--- src/assert_macros.svh ---
// Assertion helpers shared by the RTL files.
`ifndef ASSERT_MACROS_SVH
`define ASSERT_MACROS_SVH

`ifndef NO_ASSERTIONS
// Check a property at every rising clock edge outside reset.
`define ASSERT_AT(label, clk, rst, prop) \
  label: assert property (@(posedge clk) disable iff (rst) (prop)) \
    else $error("assertion failed: label");
// Check that post holds in the cycle after pre.
`define ASSERT_NEXT(label, clk, rst, pre, post) \
  label: assert property (@(posedge clk) disable iff (rst) (pre) |=> (post)) \
    else $error("assertion failed: label");
`else
`define ASSERT_AT(label, clk, rst, prop)
`define ASSERT_NEXT(label, clk, rst, pre, post)
`endif

`endif

--- src/tam_pkg.sv ---
`timescale 1ns / 1ps
package tam_pkg;

  localparam int NUM_SLOTS = 5;

  // Alert levels
  localparam logic [2:0] LVL_MEDIUM   = 3'd2;
  localparam logic [2:0] LVL_HIGH     = 3'd3;
  localparam logic [2:0] LVL_CRITICAL = 3'd4;

  // Alert categories
  localparam logic [2:0] CAT_EXFIL     = 3'd0;
  localparam logic [2:0] CAT_BANDWIDTH = 3'd1;
  localparam logic [2:0] CAT_CHURN     = 3'd2;
  localparam logic [2:0] CAT_FANOUT    = 3'd3;
  localparam logic [2:0] CAT_EXPOSURE  = 3'd4;
  localparam logic [2:0] CAT_SUSPORT   = 3'd5;

  // Register indexes
  localparam logic [2:0] REG_UPLOAD_SPIKE   = 3'd0;
  localparam logic [2:0] REG_DOWNLOAD_SPIKE = 3'd1;
  localparam logic [2:0] REG_SUSTAINED_RATE = 3'd2;
  localparam logic [2:0] REG_SUSTAINED_HOLD = 3'd3;
  localparam logic [2:0] REG_CHURN_LIMIT    = 3'd4;
  localparam logic [2:0] REG_FANOUT_LIMIT   = 3'd5;

  // Result slots, in output order. Records reuse the first two slots.
  localparam int SLOT_UP_SPIKE   = 0;
  localparam int SLOT_DOWN_SPIKE = 1;
  localparam int SLOT_SUSTAINED  = 2;
  localparam int SLOT_CHURN      = 3;
  localparam int SLOT_FANOUT     = 4;
  localparam int SLOT_EXPOSURE   = 0;
  localparam int SLOT_SUSPORT    = 1;

  localparam logic OP_SNAPSHOT = 1'b0;

  localparam logic [15:0] RISKY_PORTS [9] = '{
    16'd23, 16'd135, 16'd139, 16'd445, 16'd3389, 16'd5900, 16'd6379, 16'd27017, 16'd11211
  };

  localparam logic [15:0] SUSPECT_PORTS [13] = '{
    16'd4444, 16'd5555, 16'd6666, 16'd6667, 16'd31337, 16'd12345, 16'd27374,
    16'd65535, 16'd1337, 16'd4443, 16'd8081, 16'd9050, 16'd9051
  };

  typedef struct packed {
    logic [47:0] upload_spike_rate;
    logic [47:0] download_spike_rate;
    logic [47:0] sustained_upload_rate;
    logic [15:0] sustained_hold_seconds;
    logic [15:0] churn_limit;
    logic [15:0] fanout_limit;
  } cfg_t;

  typedef struct packed {
    logic        opcode;
    logic [47:0] upload_rate;
    logic [47:0] download_rate;
    logic [15:0] established_count;
    logic [15:0] unique_remote_count;
    logic [31:0] now_seconds;
    logic        is_listening;
    logic [15:0] host_port;
    logic [15:0] peer_port;
  } item_t;

  typedef struct packed {
    logic [2:0]  level;
    logic [2:0]  category;
    logic [47:0] value;
  } alert_t;

  typedef struct packed {
    logic [NUM_SLOTS-1:0] mask;
    alert_t [NUM_SLOTS-1:0] slot;
  } batch_t;

  function automatic logic is_risky_port(logic [15:0] port);
    logic hit;
    hit = 1'b0;
    for (int i = 0; i < 9; i++) hit = hit | (port == RISKY_PORTS[i]);
    return hit;
  endfunction

  function automatic logic is_suspect_port(logic [15:0] port);
    logic hit;
    hit = 1'b0;
    for (int i = 0; i < 13; i++) hit = hit | (port == SUSPECT_PORTS[i]);
    return hit;
  endfunction

endpackage

--- src/traffic_alert_monitor_top.sv ---
`timescale 1ns / 1ps
// Channel  Dir  Beat fields
// s_*      in   tuser: opcode; tdata: snapshot rates, counts, time; record flag, ports
// m_*      out  tdata: alert level, category, value; tlast: last alert of the item
// cfg_*    in   cfg_index selects a threshold register, cfg_data carries its value
//
// An accepted item sits in the input register, where its alerts are
// worked out in one pass and handed to the alert register as a batch.
// Items stream one per cycle while each raises at most one alert and
// m_tready holds high; an item with n alerts holds the single alert output
// for n beats, so the input stalls until its last beat is taken. Items with no alert emit nothing.
// Reset (rst, synchronous) clears thresholds, history, and all valid state.
// A stall on m_tready holds the current beat and backs up to s_tready.
module traffic_alert_monitor_top (
  input  logic         clk,
  input  logic         rst,
  // input beats
  input  logic         s_tvalid,
  output logic         s_tready,
  input  logic [199:0] s_tdata,   // upload_rate[47:0], download_rate[95:48],
                                  // established_count[111:96],
                                  // unique_remote_count[127:112], now_seconds[159:128],
                                  // is_listening[160], host port[176:161],
                                  // peer port[192:177], zero fill above
  input  logic         s_tuser,   // opcode
  // alert beats
  output logic         m_tvalid,
  input  logic         m_tready,
  output logic [55:0]  m_tdata,   // alert_level[2:0], alert_category[5:3],
                                  // alert_value[53:6], zero fill above
  output logic         m_tlast,   // last_alert
  // threshold writes
  input  logic         cfg_valid,
  output logic         cfg_ready,
  input  logic [2:0]   cfg_index,
  input  logic [47:0]  cfg_data
);

  tam_pkg::cfg_t   cfg;
  tam_pkg::item_t  item;
  tam_pkg::batch_t batch;
  logic            item_valid;
  logic            can_load;
  logic            advance;

  // Move the staged item on once the alert register can take its batch.
  assign advance  = item_valid && can_load;
  assign s_tready = !item_valid || can_load;

  always_ff @(posedge clk) begin
    if (rst) begin
      item_valid <= 1'b0;
    end else if (s_tready) begin
      item_valid <= s_tvalid;
    end
  end

  // Capture the payload on each accepted beat; no reset needed.
  always_ff @(posedge clk) begin
    if (s_tvalid && s_tready) begin
      item.opcode              <= s_tuser;
      item.upload_rate         <= s_tdata[47:0];
      item.download_rate       <= s_tdata[95:48];
      item.established_count   <= s_tdata[111:96];
      item.unique_remote_count <= s_tdata[127:112];
      item.now_seconds         <= s_tdata[159:128];
      item.is_listening        <= s_tdata[160];
      item.host_port           <= s_tdata[176:161];
      item.peer_port           <= s_tdata[192:177];
    end
  end

  tam_cfg u_cfg (
    .clk       (clk),
    .rst       (rst),
    .cfg_valid (cfg_valid),
    .cfg_ready (cfg_ready),
    .cfg_index (cfg_index),
    .cfg_data  (cfg_data),
    .cfg       (cfg)
  );

  tam_eval u_eval (
    .clk     (clk),
    .rst     (rst),
    .advance (advance),
    .item    (item),
    .cfg     (cfg),
    .batch   (batch)
  );

  tam_out u_out (
    .clk      (clk),
    .rst      (rst),
    .load     (advance),
    .batch    (batch),
    .can_load (can_load),
    .m_tvalid (m_tvalid),
    .m_tready (m_tready),
    .m_tdata  (m_tdata),
    .m_tlast  (m_tlast)
  );

endmodule

--- src/tam_cfg.sv ---
`timescale 1ns / 1ps
module tam_cfg (
  input  logic                clk,
  input  logic                rst,
  input  logic                cfg_valid,
  output logic                cfg_ready,
  input  logic [2:0]          cfg_index,
  input  logic [47:0]         cfg_data,
  output tam_pkg::cfg_t       cfg
);

  assign cfg_ready = 1'b1;

  always_ff @(posedge clk) begin
    if (rst) begin
      cfg <= '0;
    end else if (cfg_valid) begin
      case (cfg_index)
        tam_pkg::REG_UPLOAD_SPIKE:   cfg.upload_spike_rate      <= cfg_data;
        tam_pkg::REG_DOWNLOAD_SPIKE: cfg.download_spike_rate    <= cfg_data;
        tam_pkg::REG_SUSTAINED_RATE: cfg.sustained_upload_rate  <= cfg_data;
        tam_pkg::REG_SUSTAINED_HOLD: cfg.sustained_hold_seconds <= cfg_data[15:0];
        tam_pkg::REG_CHURN_LIMIT:    cfg.churn_limit            <= cfg_data[15:0];
        tam_pkg::REG_FANOUT_LIMIT:   cfg.fanout_limit           <= cfg_data[15:0];
        default: ;
      endcase
    end
  end

endmodule

--- src/tam_eval.sv ---
`timescale 1ns / 1ps
`include "assert_macros.svh"
module tam_eval (
  input  logic            clk,
  input  logic            rst,
  input  logic            advance,
  input  tam_pkg::item_t  item,
  input  tam_pkg::cfg_t   cfg,
  output tam_pkg::batch_t batch
);

  logic        upload_high_flag;
  logic [31:0] upload_high_start;
  logic [15:0] previous_established;

  logic        snap;
  logic        up_high;
  logic [31:0] held;
  logic [15:0] delta;

  assign snap    = (item.opcode == tam_pkg::OP_SNAPSHOT);
  assign up_high = (item.upload_rate >= cfg.sustained_upload_rate);
  assign held    = item.now_seconds - upload_high_start;
  assign delta   = (item.established_count > previous_established) ?
                   (item.established_count - previous_established) : 16'd0;

  always_comb begin
    batch = '0;
    if (snap) begin
      batch.mask[tam_pkg::SLOT_UP_SPIKE] = (item.upload_rate >= cfg.upload_spike_rate);
      batch.slot[tam_pkg::SLOT_UP_SPIKE] =
        '{tam_pkg::LVL_HIGH, tam_pkg::CAT_EXFIL, item.upload_rate};
      batch.mask[tam_pkg::SLOT_DOWN_SPIKE] =
        (item.download_rate >= cfg.download_spike_rate);
      batch.slot[tam_pkg::SLOT_DOWN_SPIKE] =
        '{tam_pkg::LVL_MEDIUM, tam_pkg::CAT_BANDWIDTH, item.download_rate};
      batch.mask[tam_pkg::SLOT_SUSTAINED] = up_high && upload_high_flag &&
        (held >= {16'd0, cfg.sustained_hold_seconds});
      batch.slot[tam_pkg::SLOT_SUSTAINED] =
        '{tam_pkg::LVL_CRITICAL, tam_pkg::CAT_EXFIL, {16'd0, held}};
      batch.mask[tam_pkg::SLOT_CHURN] = (previous_established != 16'd0) &&
        (delta >= cfg.churn_limit);
      batch.slot[tam_pkg::SLOT_CHURN] =
        '{tam_pkg::LVL_MEDIUM, tam_pkg::CAT_CHURN, {32'd0, delta}};
      batch.mask[tam_pkg::SLOT_FANOUT] = (item.unique_remote_count >= cfg.fanout_limit);
      batch.slot[tam_pkg::SLOT_FANOUT] =
        '{tam_pkg::LVL_MEDIUM, tam_pkg::CAT_FANOUT, {32'd0, item.unique_remote_count}};
    end else begin
      batch.mask[tam_pkg::SLOT_EXPOSURE] = item.is_listening &&
        tam_pkg::is_risky_port(item.host_port);
      batch.slot[tam_pkg::SLOT_EXPOSURE] =
        '{tam_pkg::LVL_HIGH, tam_pkg::CAT_EXPOSURE, {32'd0, item.host_port}};
      batch.mask[tam_pkg::SLOT_SUSPORT] = (item.peer_port != 16'd0) &&
        tam_pkg::is_suspect_port(item.peer_port);
      batch.slot[tam_pkg::SLOT_SUSPORT] =
        '{tam_pkg::LVL_HIGH, tam_pkg::CAT_SUSPORT, {32'd0, item.peer_port}};
    end
  end

  // Advance the history only when the snapshot is handed to the output.
  always_ff @(posedge clk) begin
    if (rst) begin
      upload_high_flag     <= 1'b0;
      upload_high_start    <= '0;
      previous_established <= '0;
    end else if (advance && snap) begin
      upload_high_flag     <= up_high;
      if (up_high && !upload_high_flag) upload_high_start <= item.now_seconds;
      previous_established <= item.established_count;
    end
  end

  `ASSERT_AT(a_sustained_needs_flag, clk, rst,
             !(snap && batch.mask[tam_pkg::SLOT_SUSTAINED]) || upload_high_flag)

endmodule

--- src/tam_out.sv ---
`timescale 1ns / 1ps
`include "assert_macros.svh"
module tam_out (
  input  logic            clk,
  input  logic            rst,
  input  logic            load,
  input  tam_pkg::batch_t batch,
  output logic            can_load,
  output logic            m_tvalid,
  input  logic            m_tready,
  output logic [55:0]     m_tdata,  // alert_level[2:0], alert_category[5:3], alert_value[53:6]
  output logic            m_tlast   // last_alert
);

  localparam logic [tam_pkg::NUM_SLOTS-1:0] SLOT_ONE = {{(tam_pkg::NUM_SLOTS-1){1'b0}}, 1'b1};

  logic [tam_pkg::NUM_SLOTS-1:0] pending;
  tam_pkg::alert_t [tam_pkg::NUM_SLOTS-1:0] slots;

  logic [tam_pkg::NUM_SLOTS-1:0] sel;
  logic                          one_left;
  tam_pkg::alert_t               cur;

  assign sel      = pending & (~pending + SLOT_ONE);
  assign one_left = ((pending & (pending - SLOT_ONE)) == '0);
  assign m_tvalid = (pending != '0);
  assign m_tlast  = m_tvalid && one_left;
  assign can_load = !m_tvalid || (one_left && m_tready);

  always_comb begin
    cur = '0;
    for (int i = 0; i < tam_pkg::NUM_SLOTS; i++) begin
      if (sel[i]) cur = cur | slots[i];
    end
  end

  assign m_tdata = {2'b00, cur.value, cur.category, cur.level};

  always_ff @(posedge clk) begin
    if (rst) begin
      pending <= '0;
    end else if (load) begin
      pending <= batch.mask;
    end else if (m_tvalid && m_tready) begin
      pending <= pending & ~sel;
    end
  end

  always_ff @(posedge clk) begin
    if (load) slots <= batch.slot;
  end

  `ASSERT_AT(a_load_only_when_drained, clk, rst, !load || ($countones(pending) <= 1))
  `ASSERT_NEXT(a_last_beat_empties, clk, rst, m_tvalid && m_tready && m_tlast && !load,
               !m_tvalid)
  `ASSERT_NEXT(a_no_new_bits, clk, rst, !load, (pending & ~$past(pending)) == '0)

endmodule
--- config.mk ---
export PLATFORM = sky130hd
export DESIGN_NAME = traffic_alert_monitor_top
export DESIGN_NICKNAME = d
export VERILOG_FILES = /design/src/tam_pkg.sv /design/src/traffic_alert_monitor_top.sv /design/src/tam_cfg.sv /design/src/tam_eval.sv /design/src/tam_out.sv
export VERILOG_INCLUDE_DIRS = /design/src /design/src/src
export SDC_FILE = /design/constraint.sdc
export NUM_CORES = 1
export LEC_CHECK = 0
export BUFFER_PORTS_ARGS = -buffer_cell sky130_fd_sc_hd__buf_2
export CAP_MARGIN = 20
export CORE_ASPECT_RATIO = 1.4
export CORE_MARGIN = 10
export CORE_UTILIZATION = 32
export DETAILED_ROUTE_END_ITERATION = 6
export SYNTH_ARGS = -nofsm -noshare
export SYNTH_HDL_FRONTEND = slang
export SYNTH_HIERARCHICAL = 1
export SYNTH_SLANG_ARGS = --single-unit
--- constraint.sdc ---
create_clock -name clk -period 19.2 [get_ports clk]
set_clock_uncertainty 0.05 [all_clocks]
set_input_delay 0.96 -clock clk [delete_from_list [all_inputs] [get_ports clk]]
set_output_delay 0.96 -clock clk [all_outputs]
set_load 0.03 [all_outputs]
==> metrics.yaml, run 1 <==
outcome:
  status: "finished, final reports clean"
floorplanning:
  ios: 317
  rows: 144
  core_mm2: 0.110
  dieWidth_um: 301
  die_y_um: 414
  start_util_pct: 32.2
  die_area_mm2: 0.125
timing:
  min_period_ns: 5.24
  tightest_slew_ns: 1.09
  rsz0062_at_grt: "false"
  drv_slew: 0
  fin_crit_sh_pct: 27.3
  setup_viol: 0
  timing.fmax_mhz: 191
  hold_violations: 0
  fin_tns_setup_ns: 0
  slew-limit-headroom_pct: 27.2
place:
  placed_cell_area_mm2: 0.0379
  hpwl_um: 79400
  port_buffers: 306
  gp_congestion: 0.881
route:
  drcViolationCount: 0
  routed_via_density: 4.82
  routedWlPerCell_um: 22.2
  wl_um: 107000
  final_antenna_net_count: 0
  drtIter0Drc: 1690
  first_pass_iters: 7
  vias: 23357
clock_tree:
  cts.path.max_buffers: 3
  numCtsBuffers: 77
  ctsHoldBuffers: 0
  htree_levels: 3
  tritoncts: "built"
  cts_sinks: 711
  post_cts_resized: 0
  clk_pin_slew_ns: 0.06
  cts_root_buffer: "clkbuf_16"
  postCtsSetupBuffers: 0
  clock_latency_ns: 0.66
global_route:
  grt_pass1_vias: 23085
  grt_antenna_before_repair: 9
  gr-usage-all-layers_pct: 16.8
  overflow: 0
  grt_max_degree: 168
  grt_pass1_wl_um: 153000
yosys:
  synthesis.area_mm2: 0.0355
  yosysWarnings: 6
  syn_avg_cell_area_um2: 11.6
  ys_seq_elements: 711
  synth_edf_count: 464
  ys_async_sr_fraction_pct: 0
  ys_seq_area_share_pct: 53.2
  ys.flop_type: "edfxtp_1"
  synthCells: 3053
  yosysUniqueCellTypes: 81
hold_path:
  min_path_type: "input port to register"
finish:
  nets: 3819
  areaGrowthSynthToFinish_pct: 14.5
  finalInstanceArea_mm2: 0.0406
  fill_cells: 10840
  drive_above_1_share_pct: 16.6
setup_path:
  end_kind: "register"
  arrival_ns: 5.69
  cp-start-kind: "register"
  worstPathRequired_ns: 19.65
  critPathKind: "register to register"
  crit_fanout: 15
job:
  maxCapViolations: 0
power_and_ir_drop:
  leakage_uw: 0.0156
  ir_drop_uv: 75.4
  powerDensity_mw_per_mm2: 92.9
==> per-stage QoR <==
| stage | hold slack [ns] | util, % | setup WS, ns | std cells | power [uW] |
|---|---|---|---|---|---|
| floorplan | 0.399 | - | 11.80 | 3153 | 2060 |
| global placement | 0.409 | 34.5 | 14.03 | 4701 | 2220 |
| detailed placement | 0.411 | 34.5 | 13.95 | 4702 | 2220 |
| CTS | 0.354 | 36.9 | 13.99 | 4844 | 3830 |
| global route | 0.385 | 36.9 | 13.54 | 4846 | 3930 |
| finish | 0.419 | 36.9 | 13.96 | 4846 | 3780 |
==> layout by cell type (no fill, tap or decap), types with 56 or more instances in the layout <==
cell type / instances
a21oi_1: 107
inv_1: 249
nor2_1: 112
mux2i_1: 225
clkbuf_16: 80
o21ai_0: 56
nand2b_1: 258
nand2_1: 143
dfxtp_1: 245
nor2b_1: 104
a21o_1: 70
conb_1: 104
edfxtp_1: 464
buf_2: 306
ha_1: 239
==> path summary, 6_finish.rpt <==
| check | start | to | slack, ns | cells after the start |
|---|---|---|---|---|
| min | s_tdata[135] | item[40]$_DFFE_PP_ | 0.42 | 1 |
| max | item[81]$_DFFE_PP_ | u_out/pending[3]$_SDFFE_PP0P_ | 13.96 | 25 |
| min reg2reg | u_cfg/cfg[174]$_SDFFE_PP0P_ | u_cfg/cfg[174]$_SDFFE_PP0P_ | 0.42 | 2 |
| max reg2reg | item[81]$_DFFE_PP_ | u_out/pending[3]$_SDFFE_PP0P_ | 13.96 | 25 |
==> kinds of logic (layout without fill, tap and decap cells) <==
family / after synthesis / after routing / share of synthesized area [%]
AND/OR/NAND/NOR: 816 / 816 / 12.7
flip-flops: 711 / 711 / 53.2
buffers and inverters: 494 / 725 / 6.98
AO/OA/AOI/OAI: 490 / 490 / 10.2
multiplexers: 255 / 255 / 7.30
adder cells (fa/ha/maj): 242 / 242 / 8.57
XOR/XNOR: 41 / 41 / 1.01
other: 4 / 106 / 0.0423
==> per-layer routing <==
| layer | global-route usage (%) | vias to the layer above | wire (um) |
|---|---|---|---|
| met5 | 0 | - | 37 |
| met4 | 6.62 | 8 | 3650 |
| met3 | 3.26 | 143 | 6420 |
| met2 | 28.4 | 682 | 51900 |
| met1 | 20.9 | 11338 | 45300 |
| li1 | - | 11186 | - |
==> sequential cells by signal, indices dropped and copies added (netlist names) <==
name / count
u_eval/previous_established: 16
u_out/pending: 5
u_eval/upload_high_flag: 1
item_valid: 1
u_cfg/cfg: 192
u_out/slots: 270
item: 194
u_eval/upload_high_start: 32
==> synthesized netlist by cell type, types with 51 or more instances <==
library cell / instances / area, um^2
inv_1: 249 / 935
a221o_1: 54 / 541
a21o_1: 70 / 526
nor2_1: 112 / 420
o21ai_1: 51 / 255
mux2i_1: 225 / 2250
a21oi_1: 107 / 536
ha_1: 239 / 2990
nor2b_1: 104 / 651
edfxtp_1: 464 / 13900
o21ai_0: 56 / 280
buf_4: 118 / 886
clkbuf_1: 71 / 267
nand2b_1: 258 / 1610
dfxtp_1: 247 / 4940
nand2_1: 143 / 537
==> worst max-delay path, stage by stage (launching register included) <==
cell and delay [ns]:
edfxtp_1 0.39, inv_1 0.07, ha_1 0.16, inv_1 0.05, fa_1 0.40, a21o_1 0.19, a21oi_1 0.21, nor2b_1 0.08
o21ai_0 0.20, a21oi_1 0.18, a211o_1 0.33, a211oi_1 0.44, nor2_1 0.32, and2_1 0.25, ha_1 0.26, a21o_1 0.15
a21o_1 0.18, a21o_1 0.17, a21oi_1 0.17, nor2b_1 0.07, o211ai_1 0.15, a21boi_0 0.11, o2111ai_1 0.22, a21oi_1 0.13
nand2_1 0.08, a21oi_1 0.07
==> power breakdown <==
| group | total (uW) | internal (uW) | switching (uW) |
|---|---|---|---|
| logic | 421 | 158 | 263 |
| registers | 1760 | 1710 | 51.3 |
| clock network | 1590 | 952 | 639 |
| total | 3780 | 2820 | 953 |
==> final cells by class <==
cell class / instances / area [um^2] / share of cell area [%]
clock buffers: 102 / 2140 / 5.28
clock inverters: 40 / 538 / 1.32
inverters: 249 / 935 / 2.30
well taps: 1460 / 1830 / 4.50
repair buffers: 334 / 1760 / 4.33
multi-input cells: 1948 / 14500 / 35.8
diodes: 2 / 5.00 / 0.0123
flip-flops and latches: 711 / 18900 / 46.5
(Power assumes the default switching activity.)
==> run 2: changes to the inputs <==
clock period = 4.43 ns   (was 19.2 ns; I/O delays follow)
==> metrics.yaml, run 2 (synthesis results as in run 1) <==
place:
  port_buffers: 306  # unchanged
  hpwl_um: 81200  # +2.3%
  dp_cells: 4735  # +0.70%
  placed_cell_area_mm2: 0.0383  # +0.86%
  gp_congestion: 0.906  # +2.9%
timing:
  tightest_slew_ns: 1.12  # +0.0246 ns
  timing.fmax_mhz: 229  # +20%
  setup_viol: 0  # unchanged
  slew-limit-headroom_pct: 25.5  # -1.6 points
  hold_violations: 0  # unchanged
  min_period_ns: 4.38  # -0.862 ns
  fin_crit_sh_pct: 98.8  # +72 points
  rsz0062_at_grt: "true"
  drv_slew: 0  # unchanged
setup_path:
  critPathBufInv: 1  # -1
  arrival_ns: 4.87  # -0.82 ns
  crit_fanout: 3  # -12
  worstPathRequired_ns: 4.92  # -14.73 ns
  slowest_delay_ns: 0.42  # -0.02 ns
  end_kind: "register"
  critPathKind: "register to register"
  cp_cell_sequence: "buf_4 > ha_1 > nor2b_1 > o21ai_0 > a21boi_0 > o21ai_1 > a211oi_1 > o32a_1 > a21o_1 > a21oi_1 > xnor2_1 > and2_1 > ha_1 > a21o_1 > a211o_1 > a31o_2 > o2111ai_1 > a21oi_1 > nand2_1 > a21oi_2"
  cpLargestDelayFamily: "compound AO/OA/AOI/OAI gates"
  slowest_stage: "edfxtp_1"
  cp-start-kind: "register"
finish:
  areaGrowthSynthToFinish_pct: 22.9
  largest_reg_flops: 270  # unchanged
  top_register: "u_out/slots"
  nets: 4092  # +7.1%
  final_cells: 5124  # +5.7%
  final_util_pct: 39.6  # +2.7 points
  finalInstanceArea_mm2: 0.0436  # +7.3%
  drive_above_1_share_pct: 17.3  # +0.69 points
  final_common_cell: "edfxtp_1"
  layout_common_cells: "edfxtp_1 (464), buf_2 (305), nand2b_1 (257)"
  top_regs: "u_out/slots (270), item (194), u_cfg/cfg (192)"
global_route:
  grt_max_degree: 164  # -2.4%
  grt_pass1_vias: 25143  # +8.9%
  grt_antenna_before_repair: 8  # -1
  gr-usage-all-layers_pct: 17.7  # +0.88 points
  grt_pass1_wl_um: 163000  # +6.4%
  overflow: 0  # unchanged
route:
  vias: 24667  # +5.6%
  drcViolationCount: 0  # unchanged
  final_antenna_net_count: 0  # unchanged
  drtIter0Drc: 1574  # -6.9%
  first_pass_iters: 5  # -2
  met3_length_um: 6210  # -3.3%
  routedWlPerCell_um: 21.9  # -0.91%
  wl_met2_um: 56200  # +8.1%
  wl_met1_um: 47300  # +4.5%
  wl_um: 112000  # +4.8%
  routed_via_density: 4.81  # -0.12%
  top_layer: "met5"
outcome:
  status: "finished, final reports clean"
floorplanning:
  core_mm2: 0.110  # unchanged
  dieWidth_um: 301  # unchanged
  rows: 144  # unchanged
  ios: 317  # unchanged
  die_y_um: 414  # unchanged
  start_util_pct: 32.2  # unchanged
  die_area_mm2: 0.125  # unchanged
clock_tree:
  htree_levels: 3  # unchanged
  tritoncts: "built"
  cts_sinks: 711  # unchanged
  cts.path.max_buffers: 3  # unchanged
  numCtsBuffers: 78  # +1.3%
  clock_latency_ns: 0.69  # +0.03 ns
  clk_pin_slew_ns: 0.07  # about the same
  cts_root_buffer: "clkbuf_16"
power_and_ir_drop:
  powerDensity_mw_per_mm2: 386  # +320%
  leakage_uw: 0.0168  # +7.9%
  ir_drop_uv: 332  # +340%
hold_path:
  min_path_type: "input port to register"
job:
  maxCapViolations: 0  # unchanged
==> run 2: timing repair <==
item                                   4_1_cts  5_1_grt
endpoints found under the hold margin      304        0
gates resized for setup                      6       31
hold buffers                               232        0
setup endpoints to repair                    2        2
buffers inserted                             0        7
pin swaps                                    3       40
==> run 2: layer usage <==
metal	track usage, %	vias up
met4	4.99	12
met3	3.14	146
li1	-	11737
met5	0	-
met2	31.0	667
met1	22.1	12105
==> run 2: worst register-to-register path: stages (launching register included) <==
cell and delay, ns:
edfxtp_1 0.42, buf_4 0.16, ha_1 0.30, nor2b_1 0.14
o21ai_0 0.20, a21boi_0 0.17, o21ai_1 0.32, a211oi_1 0.15
o32a_1 0.42, a21o_1 0.20, a21oi_1 0.17, xnor2_1 0.11
and2_1 0.17, ha_1 0.29, a21o_1 0.18, a211o_1 0.30
a31o_2 0.21, o2111ai_1 0.09, a21oi_1 0.06, nand2_1 0.08
a21oi_2 0.06
==> run 2: path summary, 6_finish.rpt <==
path | start | endpoint | slack (ns) | cells past startpoint
setup / recovery | item[82]$_DFFE_PP_ | u_out/pending[3]$_SDFFE_PP0P_ | 0.05 | 20
hold / removal | cfg_valid | u_cfg/cfg[101]$_SDFFE_PP0P_ | 0.08 | 3
setup reg to reg | item[82]$_DFFE_PP_ | u_out/pending[3]$_SDFFE_PP0P_ | 0.05 | 20
hold reg to reg | u_cfg/cfg[146]$_SDFFE_PP0P_ | u_cfg/cfg[146]$_SDFFE_PP0P_ | 0.42 | 2
==> run 2: cell type report <==
type / instances / area, um^2
fillers: 10471 / 66500
multi-input cells: 1948 / 14700
clock buffers: 102 / 2160
well taps: 1460 / 1830
diodes: 5 / 12.5
flip-flops and latches: 711 / 18900
inverters: 249 / 935
clock inverters: 43 / 621
repair buffers: 606 / 4460
==> run 2: power by group <==
part / total (uW) / switching [uW] / internal (uW)
clock: 7080 / 2900 / 4180
sequential: 7650 / 221 / 7420
combinational: 2080 / 1210 / 876
==> run 2: through the flow <==
step / total power [uW] / hold slack [ns] / worst slack [ns] / TNS (ns)
after global placement: 9640 / 0.348 / -0.145 / -0.145
after floorplan: 8920 / 0.234 / -0.534 / -15.95
after global routing: 17500 / 0.0507 / -0.210 / -0.243
after CTS: 17000 / 0.0112 / 0.00938 / 0
after detailed placement: 9660 / 0.350 / -0.105 / -0.159
final: 16800 / 0.0833 / 0.0537 / 0
